--- src/rtl/core/srsw_pkg.sv ---
// ----------------------------------------------------------------------------
// srsw_pkg
// Shared constants and types for the selective-repeat sender window.
// ----------------------------------------------------------------------------
package srsw_pkg;

	localparam int WINDOW_DEF = 8;

	// fixed field widths
	localparam int CMD_W   = 2;
	localparam int SEQ_IN_W = 4;
	localparam int ACT_W   = 3;
	localparam int FSEQ_W  = 4;
	localparam int INFL_W  = 4;
	localparam int TMR_W   = 8;

	localparam logic [TMR_W-1:0] TIMEOUT_RST = 8'd10;

	// command codes
	localparam logic [CMD_W-1:0] CMD_SEND = 2'd0;
	localparam logic [CMD_W-1:0] CMD_ACK  = 2'd1;
	localparam logic [CMD_W-1:0] CMD_NACK = 2'd2;
	localparam logic [CMD_W-1:0] CMD_TICK = 2'd3;

	// result action codes
	localparam logic [ACT_W-1:0] ACT_TX_NEW   = 3'd0;
	localparam logic [ACT_W-1:0] ACT_TO_RETX  = 3'd1;
	localparam logic [ACT_W-1:0] ACT_NK_RETX  = 3'd2;
	localparam logic [ACT_W-1:0] ACT_FULL     = 3'd3;
	localparam logic [ACT_W-1:0] ACT_DONE     = 3'd4;
	localparam logic [ACT_W-1:0] ACT_IDLE     = 3'd5;

	// controller -> datapath
	typedef struct packed {
		logic accept;     // item taken this cycle
		logic ack_step;   // free the base slot
		logic ack_end;    // emit ack done
		logic tick_issue; // read next timer of the scan
		logic tick_end;   // emit final tick result
	} srsw_ctl_t;

	// datapath -> controller
	typedef struct packed {
		logic ack_more;   // ack seq still inside outstanding range
		logic scan_last;  // scan read address at the last slot
	} srsw_sts_t;

endpackage

--- src/rtl/core/selective_repeat_sender_window.sv ---
// ----------------------------------------------------------------------------
// selective_repeat_sender_window
// Sender-side window control for selective-repeat ARQ, sequence numbers
// modulo 2*WINDOW.
// ----------------------------------------------------------------------------
//
//  channel  | signals                                   | handshake
//  ---------+-------------------------------------------+---------------------
//  item in  | cmd, seq                                  | start && !busy
//  result   | action, frame_seq, in_flight, last        | result_valid, 1 cyc
//  config   | psel, penable, pwrite, paddr, pwdata, ... | APB, pready tied 1
//
//  Send and nack do not leave idle; result the cycle after accept.
//  An ack walks the released slots one per cycle.
//  A tick scans the timer memory one slot a cycle through its single read
//  port plus a registered read, with results spread over the scan.
//  Reset: async, clears pointers, count and slot flags; timers are written
//  on send before they are ever used. The receiver cannot stall results.
//
module selective_repeat_sender_window import srsw_pkg::*; #(
	parameter int WINDOW = WINDOW_DEF
) (
	input  logic                clk,
	input  logic                arst_n,
	// item in
	input  logic                start,
	output logic                busy,
	input  logic [CMD_W-1:0]    cmd,
	input  logic [SEQ_IN_W-1:0] seq,
	// results
	output logic                result_valid,
	output logic [ACT_W-1:0]    action,
	output logic [FSEQ_W-1:0]   frame_seq,
	output logic [INFL_W-1:0]   in_flight,
	output logic                last,
	// config
	input  logic                psel,
	input  logic                penable,
	input  logic                pwrite,
	input  logic [2:0]          paddr,
	input  logic [31:0]         pwdata,
	output logic [31:0]         prdata,
	output logic                pready
);

	// register 0 at byte 0; bit 2 set means beyond the register list
	localparam logic REG_TIMEOUT = 1'b0;

	logic [TMR_W-1:0] timeout_q;
	srsw_ctl_t        ctl;
	srsw_sts_t        sts;

	assign pready = 1'b1;
	assign prdata = (paddr[2] == REG_TIMEOUT) ? 32'(timeout_q) : '0;

	always_ff @(posedge clk or negedge arst_n) begin
		if (!arst_n) begin
			timeout_q <= TIMEOUT_RST;
		end else if (psel && penable && pwrite && pready && paddr[2] == REG_TIMEOUT) begin
			timeout_q <= pwdata[TMR_W-1:0];
		end
	end

	srsw_ctrl u_ctrl (
		.clk    (clk),
		.arst_n (arst_n),
		.start  (start),
		.cmd    (cmd),
		.sts    (sts),
		.busy   (busy),
		.ctl    (ctl)
	);

	srsw_dp #(
		.WINDOW (WINDOW)
	) u_dp (
		.clk           (clk),
		.arst_n        (arst_n),
		.cmd           (cmd),
		.seq           (seq),
		.timeout_ticks (timeout_q),
		.ctl           (ctl),
		.sts           (sts),
		.result_valid  (result_valid),
		.action        (action),
		.frame_seq     (frame_seq),
		.in_flight     (in_flight),
		.last          (last)
	);

endmodule

--- src/rtl/core/srsw_ctrl.sv ---
// ----------------------------------------------------------------------------
// srsw_ctrl
// Sequencer: send/nack handled in idle, ack release walk, tick timer scan.
// ----------------------------------------------------------------------------
module srsw_ctrl import srsw_pkg::*; (
	input  logic             clk,
	input  logic             arst_n,
	input  logic             start,
	input  logic [CMD_W-1:0] cmd,
	input  srsw_sts_t        sts,
	output logic             busy,
	output srsw_ctl_t        ctl
);

	typedef enum logic [2:0] {
		S_IDLE,
		S_ACK,
		S_TICK,
		S_DRAIN,
		S_FINAL
	} state_t;

	state_t state_q;

	assign busy = (state_q != S_IDLE);

	always_comb begin
		ctl            = '0;
		ctl.accept     = start && (state_q == S_IDLE);
		ctl.ack_step   = (state_q == S_ACK) && sts.ack_more;
		ctl.ack_end    = (state_q == S_ACK) && !sts.ack_more;
		ctl.tick_issue = (state_q == S_TICK);
		ctl.tick_end   = (state_q == S_FINAL);
	end

	always_ff @(posedge clk or negedge arst_n) begin
		if (!arst_n) begin
			state_q <= S_IDLE;
		end else begin
			unique case (state_q)
				S_IDLE: begin
					if (start && cmd == CMD_ACK) begin
						state_q <= S_ACK;
					end else if (start && cmd == CMD_TICK) begin
						state_q <= S_TICK;
					end
				end
				S_ACK: begin
					if (!sts.ack_more) state_q <= S_IDLE;
				end
				S_TICK: begin
					if (sts.scan_last) state_q <= S_DRAIN;
				end
				S_DRAIN: state_q <= S_FINAL;
				S_FINAL: state_q <= S_IDLE;
				default: state_q <= S_IDLE;
			endcase
		end
	end

endmodule

--- src/rtl/core/srsw_dp.sv ---
// ----------------------------------------------------------------------------
// srsw_dp
// Window pointers, slot flags, timer memory, timer scan and result register.
// ----------------------------------------------------------------------------
module srsw_dp import srsw_pkg::*; #(
	parameter int WINDOW = WINDOW_DEF
) (
	input  logic                clk,
	input  logic                arst_n,
	input  logic [CMD_W-1:0]    cmd,
	input  logic [SEQ_IN_W-1:0] seq,
	input  logic [TMR_W-1:0]    timeout_ticks,
	input  srsw_ctl_t           ctl,
	output srsw_sts_t           sts,
	output logic                result_valid,
	output logic [ACT_W-1:0]    action,
	output logic [FSEQ_W-1:0]   frame_seq,
	output logic [INFL_W-1:0]   in_flight,
	output logic                last
);

	localparam int SEQ_MOD = 2 * WINDOW;
	localparam int SEQ_W   = $clog2(SEQ_MOD);
	localparam int CNT_W   = $clog2(WINDOW + 1);
	localparam int XW      = (SEQ_W > SEQ_IN_W) ? SEQ_W : SEQ_IN_W;

	localparam logic [SEQ_W-1:0] SEQ_TOP = SEQ_W'(SEQ_MOD - 1);
	localparam logic [XW:0]      SEQ_LIM = (XW+1)'(SEQ_MOD);
	localparam logic [CNT_W-1:0] CNT_MAX = CNT_W'(WINDOW);

	logic [SEQ_W-1:0]   base_q, next_q;
	logic [CNT_W-1:0]   outst_q;
	logic [SEQ_MOD-1:0] used_q;
	logic [TMR_W-1:0]   tmr_mem [SEQ_MOD];
	logic [XW-1:0]      ack_seq_q;

	logic [SEQ_W-1:0]   rd_idx_q;
	logic [SEQ_W-1:0]   proc_idx_s1;
	logic               proc_vld_s1;
	logic [TMR_W-1:0]   rdata_s1;
	logic               pend_vld_q;
	logic [SEQ_W-1:0]   pend_seq_q;

	function automatic logic in_win(input logic [SEQ_W-1:0] lo, input logic [XW-1:0] sx,
			input logic [SEQ_W-1:0] hi);
		logic             ok;
		logic [SEQ_W-1:0] s;
		ok = ({1'b0, sx} < SEQ_LIM);
		s  = sx[SEQ_W-1:0];
		return ok && ((lo <= s && s < hi) || (hi < lo && lo <= s) || (s < hi && hi < lo));
	endfunction

	function automatic logic [SEQ_W-1:0] seq_inc(input logic [SEQ_W-1:0] s);
		return (s == SEQ_TOP) ? '0 : s + 1'b1;
	endfunction

	logic [XW-1:0] seq_x;
	logic          is_send, is_nack, is_tick, full, nack_hit;
	logic          proc_used, proc_fire;
	logic [TMR_W-1:0] t_dec;
	logic          mem_we;
	logic [SEQ_W-1:0] mem_wa;
	logic [TMR_W-1:0] mem_wd;
	logic          emit, e_last;
	logic [ACT_W-1:0] e_act;
	logic [SEQ_W-1:0] e_seq;
	logic [CNT_W-1:0] e_infl;

	assign seq_x    = XW'(seq);
	assign is_send  = ctl.accept && (cmd == CMD_SEND);
	assign is_nack  = ctl.accept && (cmd == CMD_NACK);
	assign is_tick  = ctl.accept && (cmd == CMD_TICK);
	assign full     = (outst_q == CNT_MAX);
	assign nack_hit = in_win(base_q, seq_x, next_q);

	assign sts.ack_more  = in_win(base_q, ack_seq_q, next_q);
	assign sts.scan_last = (rd_idx_q == SEQ_TOP);

	// scan stage: timer of proc_idx_s1 is in rdata_s1
	assign proc_used = proc_vld_s1 && used_q[proc_idx_s1];
	assign t_dec     = (rdata_s1 != '0) ? rdata_s1 - 1'b1 : '0;
	assign proc_fire = proc_used && (t_dec == '0);

	always_comb begin
		mem_we = 1'b0;
		mem_wa = next_q;
		mem_wd = timeout_ticks;
		if (is_send && !full) begin
			mem_we = 1'b1;
		end else if (is_nack && nack_hit) begin
			mem_we = 1'b1;
			mem_wa = seq_x[SEQ_W-1:0];
		end else if (proc_used) begin
			mem_we = 1'b1;
			mem_wa = proc_idx_s1;
			mem_wd = proc_fire ? timeout_ticks : t_dec;
		end
	end

	always_comb begin
		emit   = 1'b0;
		e_act  = ACT_DONE;
		e_seq  = '0;
		e_last = 1'b1;
		e_infl = outst_q;
		if (is_send) begin
			emit = 1'b1;
			if (full) begin
				e_act = ACT_FULL;
			end else begin
				e_act  = ACT_TX_NEW;
				e_seq  = next_q;
				e_infl = outst_q + 1'b1;
			end
		end else if (is_nack) begin
			emit = 1'b1;
			if (nack_hit) begin
				e_act = ACT_NK_RETX;
				e_seq = seq_x[SEQ_W-1:0];
			end
		end else if (ctl.ack_end) begin
			emit = 1'b1;
		end else if (proc_fire && pend_vld_q) begin
			// a later firing slot exists, so the held one is not final
			emit   = 1'b1;
			e_act  = ACT_TO_RETX;
			e_seq  = pend_seq_q;
			e_last = 1'b0;
		end else if (ctl.tick_end) begin
			emit = 1'b1;
			if (pend_vld_q) begin
				e_act = ACT_TO_RETX;
				e_seq = pend_seq_q;
			end else begin
				e_act = ACT_IDLE;
			end
		end
	end

	always_ff @(posedge clk) begin
		if (mem_we) tmr_mem[mem_wa] <= mem_wd;
		rdata_s1 <= tmr_mem[rd_idx_q];
	end

	always_ff @(posedge clk or negedge arst_n) begin
		if (!arst_n) begin
			base_q       <= '0;
			next_q       <= '0;
			outst_q      <= '0;
			used_q       <= '0;
			proc_vld_s1  <= 1'b0;
			pend_vld_q   <= 1'b0;
			result_valid <= 1'b0;
		end else begin
			result_valid <= emit;
			proc_vld_s1  <= ctl.tick_issue;
			if (is_send && !full) begin
				used_q[next_q] <= 1'b1;
				next_q         <= seq_inc(next_q);
				outst_q        <= outst_q + 1'b1;
			end
			if (ctl.ack_step) begin
				used_q[base_q] <= 1'b0;
				base_q         <= seq_inc(base_q);
				outst_q        <= outst_q - 1'b1;
			end
			if (is_tick || ctl.tick_end) begin
				pend_vld_q <= 1'b0;
			end else if (proc_fire) begin
				pend_vld_q <= 1'b1;
			end
		end
	end

	always_ff @(posedge clk) begin
		if (ctl.accept) ack_seq_q <= seq_x;
		if (is_tick) begin
			rd_idx_q <= '0;
		end else if (ctl.tick_issue) begin
			rd_idx_q <= rd_idx_q + 1'b1;
		end
		proc_idx_s1 <= rd_idx_q;
		if (proc_fire) pend_seq_q <= proc_idx_s1;
		action    <= e_act;
		frame_seq <= FSEQ_W'(e_seq);
		in_flight <= INFL_W'(e_infl);
		last      <= e_last;
	end

endmodule

--- config.mk ---
export PLATFORM = sky130hd
export DESIGN_NAME = selective_repeat_sender_window
export DESIGN_NICKNAME = d
export VERILOG_FILES = /design/src/rtl/core/srsw_pkg.sv /design/src/rtl/core/selective_repeat_sender_window.sv /design/src/rtl/core/srsw_ctrl.sv /design/src/rtl/core/srsw_dp.sv
export SDC_FILE = /design/constraint.sdc
export NUM_CORES = 1
export LEC_CHECK = 0
export ABC_CLOCK_PERIOD_IN_PS = 4800
export BUFFER_PORTS_ARGS = -buffer_cell sky130_fd_sc_hd__clkbuf_2
export CORE_MARGIN = 2
export CORE_UTILIZATION = 35
export DETAILED_ROUTE_END_ITERATION = 10
export PLACE_DENSITY = 0.53
export SLEW_MARGIN = 30
export SYNTH_ARGS = -nofsm -noshare
export SYNTH_HDL_FRONTEND = slang
export SYNTH_SLANG_ARGS = --single-unit
--- constraint.sdc ---
create_clock -name clk -period 4.8 [get_ports clk]
set_clock_uncertainty 0.2 [all_clocks]
set_input_delay 0.48 -clock clk [delete_from_list [all_inputs] [get_ports clk]]
set_output_delay 0.48 -clock clk [all_outputs]
set_load 0.01 [all_outputs]
### After elaboration in Yosys (flattened, before gate mapping)

Memories as Yosys holds them, arrays and structs flattened. A register that Yosys moved wholly into a read port is not among the register bits.
Cells that the tools add are included.

* input port bits: 47
* output and inout port bits: 47
* word-level logic and storage cells: 149
* bits in registers: 70
* memory bits (writable): 128
* memories: 1

Memory list
* u_dp.tmr_mem: depth 16, bits a word 8, read ports 1, clocked after memory_dff 1, write ports 1, RTL line srsw_dp.sv:34 `logic [TMR_W-1:0] tmr_mem [SEQ_MOD];`

* bitwise logic cells: 4
* muxes and demuxes: 57
* eq/ne operators: 14
* reductions and logical operators: 40
* add/sub/neg operators: 6
* magnitude comparators: 10

Operators with widths (count)
* 4-bit 2-to-1 mux: 17
* 8-bit 2-to-1 mux: 6
* 3-bit 2-to-1 mux: 11
* 16-bit 2-to-1 mux: 2
* 1-bit logical AND: 24
* 4-bit by 1-bit adder with 4-bit output, second input constant: 4
* 16-bit AND: 1
* 4-bit equality test, second input constant: 4
* 1-bit 2-to-1 mux: 16
* 16-bit NOT: 1
* 16-bit bitwise OR: 1
* 4-bit by 5-bit less-than comparator with 1-bit output, second input constant: 3
* 4-bit less-than comparator: 3
* 3-bit one-hot mux with 4 select lines: 1
* 1-bit demux with 4-bit select: 2
* 4-bit by 1-bit >= comparator with 1-bit output, second input constant: 2
* 4-bit <= comparator: 2
* 8-bit logical NOT: 1
* 8-bit nonzero test: 1
* 8-bit by 1-bit subtractor with 8-bit output, second input constant: 1
* 3-bit by 2-bit equality test with 1-bit output, second input constant: 2
* 1-bit logical OR: 5
* 1-bit binary-select mux with 4-bit select: 1
* 2-bit equality test, second input constant: 2
* other kinds (15): 18

### Depth between registers and ports, before layout

Gate-level depths: netlist of the first run.

* depth after elaboration: 9
* gate-level depth with buffers: 12
* mapped depth without buffers: 10

### By module

A second synthesis of the first run with hierarchy kept.

* cells, all modules: 616
* area, all modules: 9257.6 sq um

By module, submodules not included
* srsw_dp: cells each 548, instances 1, area each 8498.2 sq um, seq. area each 5420.2 sq um
* selective_repeat_sender_window: cells each 52, instances 1, area each 581.8 sq um, seq. area each 202.7 sq um
* srsw_ctrl: cells each 16, instances 1, area each 177.7 sq um, seq. area each 75.1 sq um

### Worst setup path before layout of the first run

No wires, ideal clock.

* path kind: input port to flip-flop
* start: input seq[1]
* end: memory u_dp.tmr_mem[10][0] (enable)
* stages: 10
* setup time: 0.370 ns
* path slack: 1.428 ns
* buffers on the path: 0
* arrival time: 2.801 ns
* data required time: 4.230 ns
* cell sequence: inv_1 -> ha_1 -> nor2b_1 -> o211ai_1 -> a21oi_1 -> maj3_2 -> nor2_2 -> mux2_2 -> a211o_1 -> nor2_1

* cells in the longest elaborated chain, start to end: 9
* elaborated cells between the ends (all ways): 14
* classes of those cells: order compare (2); mux (6); reduce/logical (6)

RTL lines
* start: declaration: RTL line selective_repeat_sender_window.sv:29 `input logic [SEQ_IN_W-1:0] seq,`
* 4-bit <= comparator or 4-bit less-than comparator (tied branches): RTL line srsw_dp.sv:50 `return ok && ((lo <= s && s < hi) || (hi < lo && lo <= s) || (s < hi && hi < lo));`
* 1-bit logical AND: RTL line srsw_dp.sv:50
* 1-bit logical OR (2 in a row): RTL line srsw_dp.sv:50
* 1-bit logical AND: RTL line srsw_dp.sv:90 `end else if (is_nack && nack_hit) begin`
* 1-bit 2-to-1 mux: RTL line srsw_dp.sv:90
* 1-bit 2-to-1 mux: RTL line srsw_dp.sv:88 `if (is_send && !full) begin`
* 1-bit 2-to-1 mux: RTL line srsw_dp.sv:141 `if (mem_we) tmr_mem[mem_wa] <= mem_wd;`
* 1-bit 2-to-1 mux (not written as such): RTL line srsw_dp.sv:141
* end: declaration: RTL line srsw_dp.sv:34

Several ways; a longest one is shown, not always the timed one.

### Worst setup path after layout of the first run

* start: input seq[1]
* end: memory u_dp.tmr_mem[9][3] (enable)

The elaborated chain is that of the path after synthesis.

==> flow_summary.yaml, run 1 <==
place:
  finalWeightedCongestion: 0.8599
  post-place-ws_ns: 0.7709
  dp_cells: 1006
  place_area_sq_mm: 0.009706
  dp_hpwl_mm: 13.94
  numPortBuffers: 42
floorplan:
  io_pins: 94
  die_w_um: 165.5
  core_sq_mm: 0.02584
  die_area_sq_mm: 0.02739
  die_h_um: 165.5
  initial_core_util: 0.3533
  rows: 59
timing:
  min_period_over_period: 0.8418
  setup_slack_ns: 0.7595
  setup_viol: 0
  fin_crit_ns: 4.040
  worstMarginPinSlew_ns: 0.8705
  drv_slew: 0
  rsz0062_at_grt: "false"
  setup_tns_ns: 0
  max_freq_mhz: 247.5
  hold_violations: 0
  relSlewSlack: 0.4152
flow_run:
  max-cap-violations: 0
clock_network:
  clkLatencyLatePin_ns: 0.52
  clkTransAtPathRegs_ns: 0.06
  cts_buffer_depth: 3
  tritoncts: "yes"
  cts_root_buffer: "clkbuf_16"
  cts.sinks: 206
  cts_buffers: 23
  cts_resized: 0
  cts_setup_buffers: 0
  cts_hold_buffers: 11
  h-tree-depth: 1
grt:
  antenna_found_initial: 0
  grt_usage: 0.1449
  grt_pass1_vias: 5385
  grt-ovfl-total: 0
  grt_pass1_wl_mm: 30.23
  grt_start_max_net_pins: 43
critical_path:
  critPathMaxStageDelay_ns: 0.60
  end_kind: "flip-flop"
  crit_arrival_ns: 3.98
  worst_ep_required_time_ns: 4.74
  startpoint_type: "input pin"
  worst-setup-path-type: "input pin to flip-flop"
  crit_chain: "dlygate4sd3_1 > clkbuf_2 > inv_1 > ha_1 > nor2b_1 > o211ai_1 > a21oi_1 > maj3_2 > nor2_2 > mux2_2 > a211o_1 > nor2_1"
  critPathMaxFanout: 11
  crit_path_top_delay_cell: "nor2_1"
power_and_ir_drop:
  clkPwrFrac: 0.252
  leakage_nw: 3.990
  sequentialPowerShare: 0.418
  swShare: 0.3414
  peakVddDrop_mv: 0.2966
  power-per-cell-area_mw_per_mm2: 647.4
  p_comb_frac: 0.331
  p_sw_w: 0.002339
  p_int_w: 0.004513
detailed_routing:
  drt_iter0_drc: 442
  num_vias: 5408
  wl_per_cell_um: 18.31
  totalWireLength_mm: 19.39
  antenna_left: 0
  vias_per_cell: 5.107
  drc: 0
  first_pass_iters: 7
logic_synthesis:
  ys_ff_latch: 206
  synth.top_cells.by_area: "edfxtp_1, dfrtp_1, mux4_2"
  syn_inst: 631
  synth-async-reset-ratio: 0.2039
  synth.avg_cell_area_sq_um: 14.47
  synth_top_area_share: 0.4474
  synth-seq-area-share: 0.6243
  synth-warning-count: 0
  yosys.area.top_type: "edfxtp_1"
  mappedNetlistArea_sq_mm: 0.009128
  synth_edf_count: 136
  ys_types: 63
  synth_ff_type: "edfxtp_1"
layout:
  layout.nets: 783
  syn_to_final_growth_pct: 15.94
  fin_cells: 1059
  fin_area_sq_mm: 0.01058
  final_util: 0.4096
  drive_gt1_frac: 0.2279
  antenna_cells: 0
min_path:
  hold_class: "input pin to flip-flop"
outcome:
  status: "finished clean"
-- layout make-up --
cell class | count | area [sq um]
flip-flops and latches | 206 | 5699
well taps | 335 | 419.2
fillers | 2363 | 15250
clock buffers | 30 | 631.9
clock inverters | 12 | 126.4
multi-input cells | 376 | 3132
repair buffers | 73 | 473.0
inverters | 27 | 101.3
-- final timing paths --
kind                                               startpoint                           end  slack [ns]  cells past startpoint
worst max-delay path                                   seq[1]  u_dp.tmr_mem[9][3]$_DFFE_PP_        0.76                     12
worst min-delay path                                   seq[0]   u_dp.ack_seq_q[0]$_DFFE_PP_        0.03                      1
worst max register to register     u_dp.next_q[1]$_DFFE_PN0P_  u_dp.tmr_mem[9][3]$_DFFE_PP_        0.81                      9
worst min register to register  u_dp.rd_idx_q[1]$_SDFFE_PP0P_   u_dp.proc_idx_s1[1]$_DFF_P_        0.16                      0
max in group asynchronous                              arst_n      timeout_q[4]$_DFFE_PN0P_        3.64                      2
min in group asynchronous                              arst_n   u_dp.result_valid$_DFF_PN0_        0.32                      2
-- worst max-delay path, delay by kind of cell --
kind	cells	cell delay [ns]
AO/OA/AOI/OAI	3	0.59
adder cells (fa/ha/maj)	2	0.70
buffers and inverters	3	0.70
multiplexers	1	0.38
AND/OR/NAND/NOR	3	1.11
-- cell usage after synthesis, types with 6 or more instances --
library cell	count
dfxtp_1	28
buf_4	25
mux4_2	42
clkbuf_1	12
nand4_1	6
nor2b_1	12
nand2_1	34
nor3_1	9
a31oi_1	29
mux2_2	9
mux2i_1	7
edfxtp_1	136
o211ai_1	6
o31ai_1	7
ha_1	29
nor2_1	50
dfrtp_1	40
a21oi_1	22
xnor2_1	11
inv_1	27
o21ai_0	13
-- power groups by stage --
| stage | clock, W | combinational (W) | sequential, W |
|---|---|---|---|
| finish | 0.00172 | 0.00227 | 0.00286 |
| global route | 0.00183 | 0.00252 | 0.00292 |
| CTS | 0.00177 | 0.00228 | 0.00287 |
| detailed placement | 0 | 0.00226 | 0.00290 |
| global placement | 0 | 0.00218 | 0.00288 |
| floorplan | 0 | 0.00171 | 0.00271 |
-- registers in the layout (all words and copies together) (netlist names) --
signal	cells
u_dp.base_q	4
u_dp.pend_seq_q	4
u_ctrl.state_q	3
timeout_q	8
u_dp.proc_idx_s1	4
u_dp.result_valid	1
u_dp.tmr_mem	128
u_dp.in_flight	4
u_dp.pend_vld_q	1
u_dp.next_q	4
u_dp.rdata_s1	8
u_dp.last	1
u_dp.used_q	16
u_dp.outst_q	4
u_dp.ack_seq_q	4
u_dp.frame_seq	4
u_dp.action	3
u_dp.proc_vld_s1	1
u_dp.rd_idx_q	4
-- per-layer routing --
layer	part of all wire	wire length [um]	GRT usage	vias to the layer above
met3	0.057	1115	0.02547	32
met4	0.018	355	0.04036	0
met2	0.47	9185	0.2380	154
met5	0	0	0	-
met1	0.45	8735	0.1982	2721
li1	-	-	-	2501
-- kinds of logic (layout without fill, tap and decap cells) --
| logic type | count (synthesis) | in the layout | synth area share |
|---|---|---|---|
| xor+xnor | 14 | 14 | 0.01343 |
| compound gates | 104 | 104 | 0.07526 |
| flops | 206 | 206 | 0.6243 |
| other cells | 2 | 25 | 0.0008228 |
| fa+ha+maj | 31 | 31 | 0.04208 |
| mux | 58 | 58 | 0.1224 |
| buf+inv | 72 | 142 | 0.04332 |
| simple gates | 144 | 144 | 0.07841 |
-- stage by stage --
stage / total power [W] / hold WS [ns]
4_1_cts: 0.006913 / 0.01544
6_report: 0.006851 / 0.03037
2_1_floorplan: 0.004429 / -0.01559
3_3_place_gp: 0.005063 / 0.1588
3_5_place_dp: 0.005163 / 0.1630
5_1_grt: 0.007273 / 0.02893
-- layout by cell type, fill, tap and decap left out, types with 22 or more instances in the layout --
cell type and instances:
edfxtp_1 136, dfxtp_1 27, inv_1 27, conb_1 25
clkbuf_2 41, nand2_1 34, a21oi_1 22, ha_1 29
nor2_1 50, a31oi_1 29, dfrtp_1 40, clkbuf_16 23
mux4_2 42
Power figures use the tool's default switching activity.
==> inputs of run 2 (changes only) <==
Settings changed: ABC_CLOCK_PERIOD_IN_PS 4800 to 4000.
Clock period 4.8 ns to 4 ns, I/O delays scaled along.
==> run 2 against run 1 <==
Effect of this change:
- critical path type unchanged
- highest routed layer unchanged
- via count increased by 1.2%
- critical path depth increased by 2
- first-iteration DRC count decreased by 11%
- clock power increased by 10%
- final cell count increased by 0.85%
- hold slack got worse by 0.0086 ns
- sequential power increased by 19%
- design area increased by 0.30%
==> flow_summary.yaml, run 2 (synthesized netlist as in run 1, its figures left out) <==
clock_network:
  h-tree-depth: 1
  cts_buffer_depth: 3
  cts_root_buffer: "clkbuf_16"
  cts_resized: 0
  clkLatencyLatePin_ns: 0.50
  cts.sinks: 206
  tritoncts: "yes"
  clkTransAtPathRegs_ns: 0.06
  cts_buffers: 22
critical_path:
  worst_ep_required_time_ns: 4.01
  startpoint_type: "input pin"
  r2r_start: "u_dp.next_q[1]$_DFFE_PN0P_"
  crit_chain: "dlygate4sd3_1 > clkbuf_2 > inv_1 > ha_1 > nor2b_1 > o211ai_1 > a21oi_1 > maj3_2 > nor2_2 > buf_4 > mux2_2 > a211o_1 > nor2_1 > buf_4"
  reg2reg_depth: 11
  end_kind: "flip-flop"
  critPathMaxStageDelay_ns: 0.52
  crit_path_start: "seq[1]"
  worst-setup-path-type: "input pin to flip-flop"
  critPathMaxFanout: 11
  cpMostUsedCell: "buf_4"
  crit_arrival_ns: 3.57
  crit_path_top_delay_cell: "dlygate4sd3_1"
detailed_routing:
  antenna_left: 0
  wl_per_cell_um: 18.15
  totalWireLength_mm: 19.39
  drt_iter0_drc: 395
  first_pass_iters: 4
  num_vias: 5472
  vias_per_cell: 5.124
  drc: 0
power_and_ir_drop:
  power-per-cell-area_mw_per_mm2: 763.3
  fin_total_pwr_w: 0.008102
  p_comb_frac: 0.345
  swShare: 0.3484
  sequentialPowerShare: 0.420
  p_int_w: 0.005279
  leakage_nw: 4.012
  peakVddDrop_mv: 0.3099
  p_sw_w: 0.002823
  clkPwrFrac: 0.235
floorplan:
  initial_core_util: 0.3533
  io_pins: 94
  die_h_um: 165.5
  rows: 59
  die_area_sq_mm: 0.02739
  die_w_um: 165.5
  core_sq_mm: 0.02584
flow_run:
  max-cap-violations: 0
grt:
  grt_pass1_wl_mm: 31.13
  antenna_found_initial: 0
  grt_start_max_net_pins: 43
  grt_pass1_vias: 5591
  grt_usage: 0.1473
  grt-ovfl-total: 0
timing:
  rsz0062_at_grt: "false"
  fin_crit_ns: 3.562
  setup_tns_ns: 0
  max_freq_mhz: 280.7
  worstMarginPinSlew_ns: 0.8591
  hold_violations: 0
  relSlewSlack: 0.4260
  drv_slew: 0
  min_period_over_period: 0.8906
  setup_viol: 0
min_path:
  hold_class: "input pin to flip-flop"
  hold_start: "start"
  whs_path_depth: 3
layout:
  antenna_cells: 0
  reg.largest.list: "u_dp.tmr_mem: 128 flops, u_dp.used_q: 16 flops"
  n_fill_cell: 2349
  largest_register_ff_count: 128
  syn_to_final_growth_pct: 16.28
  drive_gt1_frac: 0.2442
  layout.nets: 794
  final_common_cell: "edfxtp_1"
  regMostFlops: "u_dp.tmr_mem"
  final_util: 0.4108
  final_cell_mix: "edfxtp_1, nor2_1, mux4_2"
place:
  numPortBuffers: 42
  dp_hpwl_mm: 14.03
  finalWeightedCongestion: 0.8757
outcome:
  status: "finished clean"
run 2: changes by cell type in the layout (fill, tap and decap cells not counted), sizes merged:
cell / previous run / this run
clkinv: 7 / 10
clkbuf: 72 / 65
inv: 29 / 28
bufinv: 2 / 1
dlygate4sd3: 11 / 12
buf: 20 / 31
clkinvlp: 1 / 4
run 2: final timing paths:
check | endpoint | slack [ns]
min in group asynchronous | u_dp.result_valid$_DFF_PN0_ | 0.26
hold reg to reg | u_dp.proc_idx_s1[1]$_DFF_P_ | 0.25
setup / recovery | u_dp.tmr_mem[11][0]$_DFFE_PP_ | 0.44
max in group asynchronous | timeout_q[6]$_DFFE_PN0P_ | 2.91
hold / removal | u_ctrl.state_q[1]$_DFFE_PN0P_ | 0.02
setup reg to reg | u_dp.tmr_mem[11][0]$_DFFE_PP_ | 0.46
run 2: final cells by class:
cell class,instances,area (sq um),share of cell area
flip-flops and latches,206,5699,0.5370
multi-input cells,376,3131,0.2949
repair buffers,85,578.1,0.05446
clock buffers,23,554.3,0.05222
well taps,335,419.2,0.03949
clock inverters,16,131.4,0.01238
inverters,27,101.3,0.009549
run 2: power by group through the flow:
stage / logic (W) / clock network, W / registers (W)
after global routing: 0.00310 / 0.00205 / 0.00347
after CTS: 0.00281 / 0.00197 / 0.00341
after global placement: 0.00268 / 0 / 0.00342
final: 0.00279 / 0.00190 / 0.00340
after detailed placement: 0.00279 / 0 / 0.00345
after floorplan: 0.00206 / 0 / 0.00326
run 2: what timing repair did:
| action | CTS | global route |
|---|---|---|
| hold endpoints to repair | 51 | 0 |
| hold buffers | 12 | 0 |
| buffers inserted | 0 | 0 |
run 2: worst max-delay path, delay by kind of cell:
family          cells  cell delay, ns
fa+ha+maj           2            0.70
compound gates      3            0.61
mux                 1            0.34
buf+inv             5            1.08
simple gates        3            0.41
run 2: metal layers:
layer	wire length (um)	vias up	track usage
met1	8814	2749	0.2015
li1	-	2524	-
met5	0	-	0
met3	1137	36	0.02947
met4	387	0	0.04232
met2	9046	163	0.2388
run 2: stage by stage:
stage | setup slack, ns | hold slack (ns) | std cells | cell area [sq um]
after floorplan | 0.6742 | -0.09559 | 654 | 9214
after global placement | 0.5060 | 0.2274 | 1017 | 9798
after detailed placement | 0.3421 | 0.2414 | 1017 | 9801
after CTS | 0.3620 | 0.001271 | 1068 | 10610
after global routing | 0.2677 | 0.02506 | 1068 | 10610
final | 0.4376 | 0.02181 | 1068 | 10610
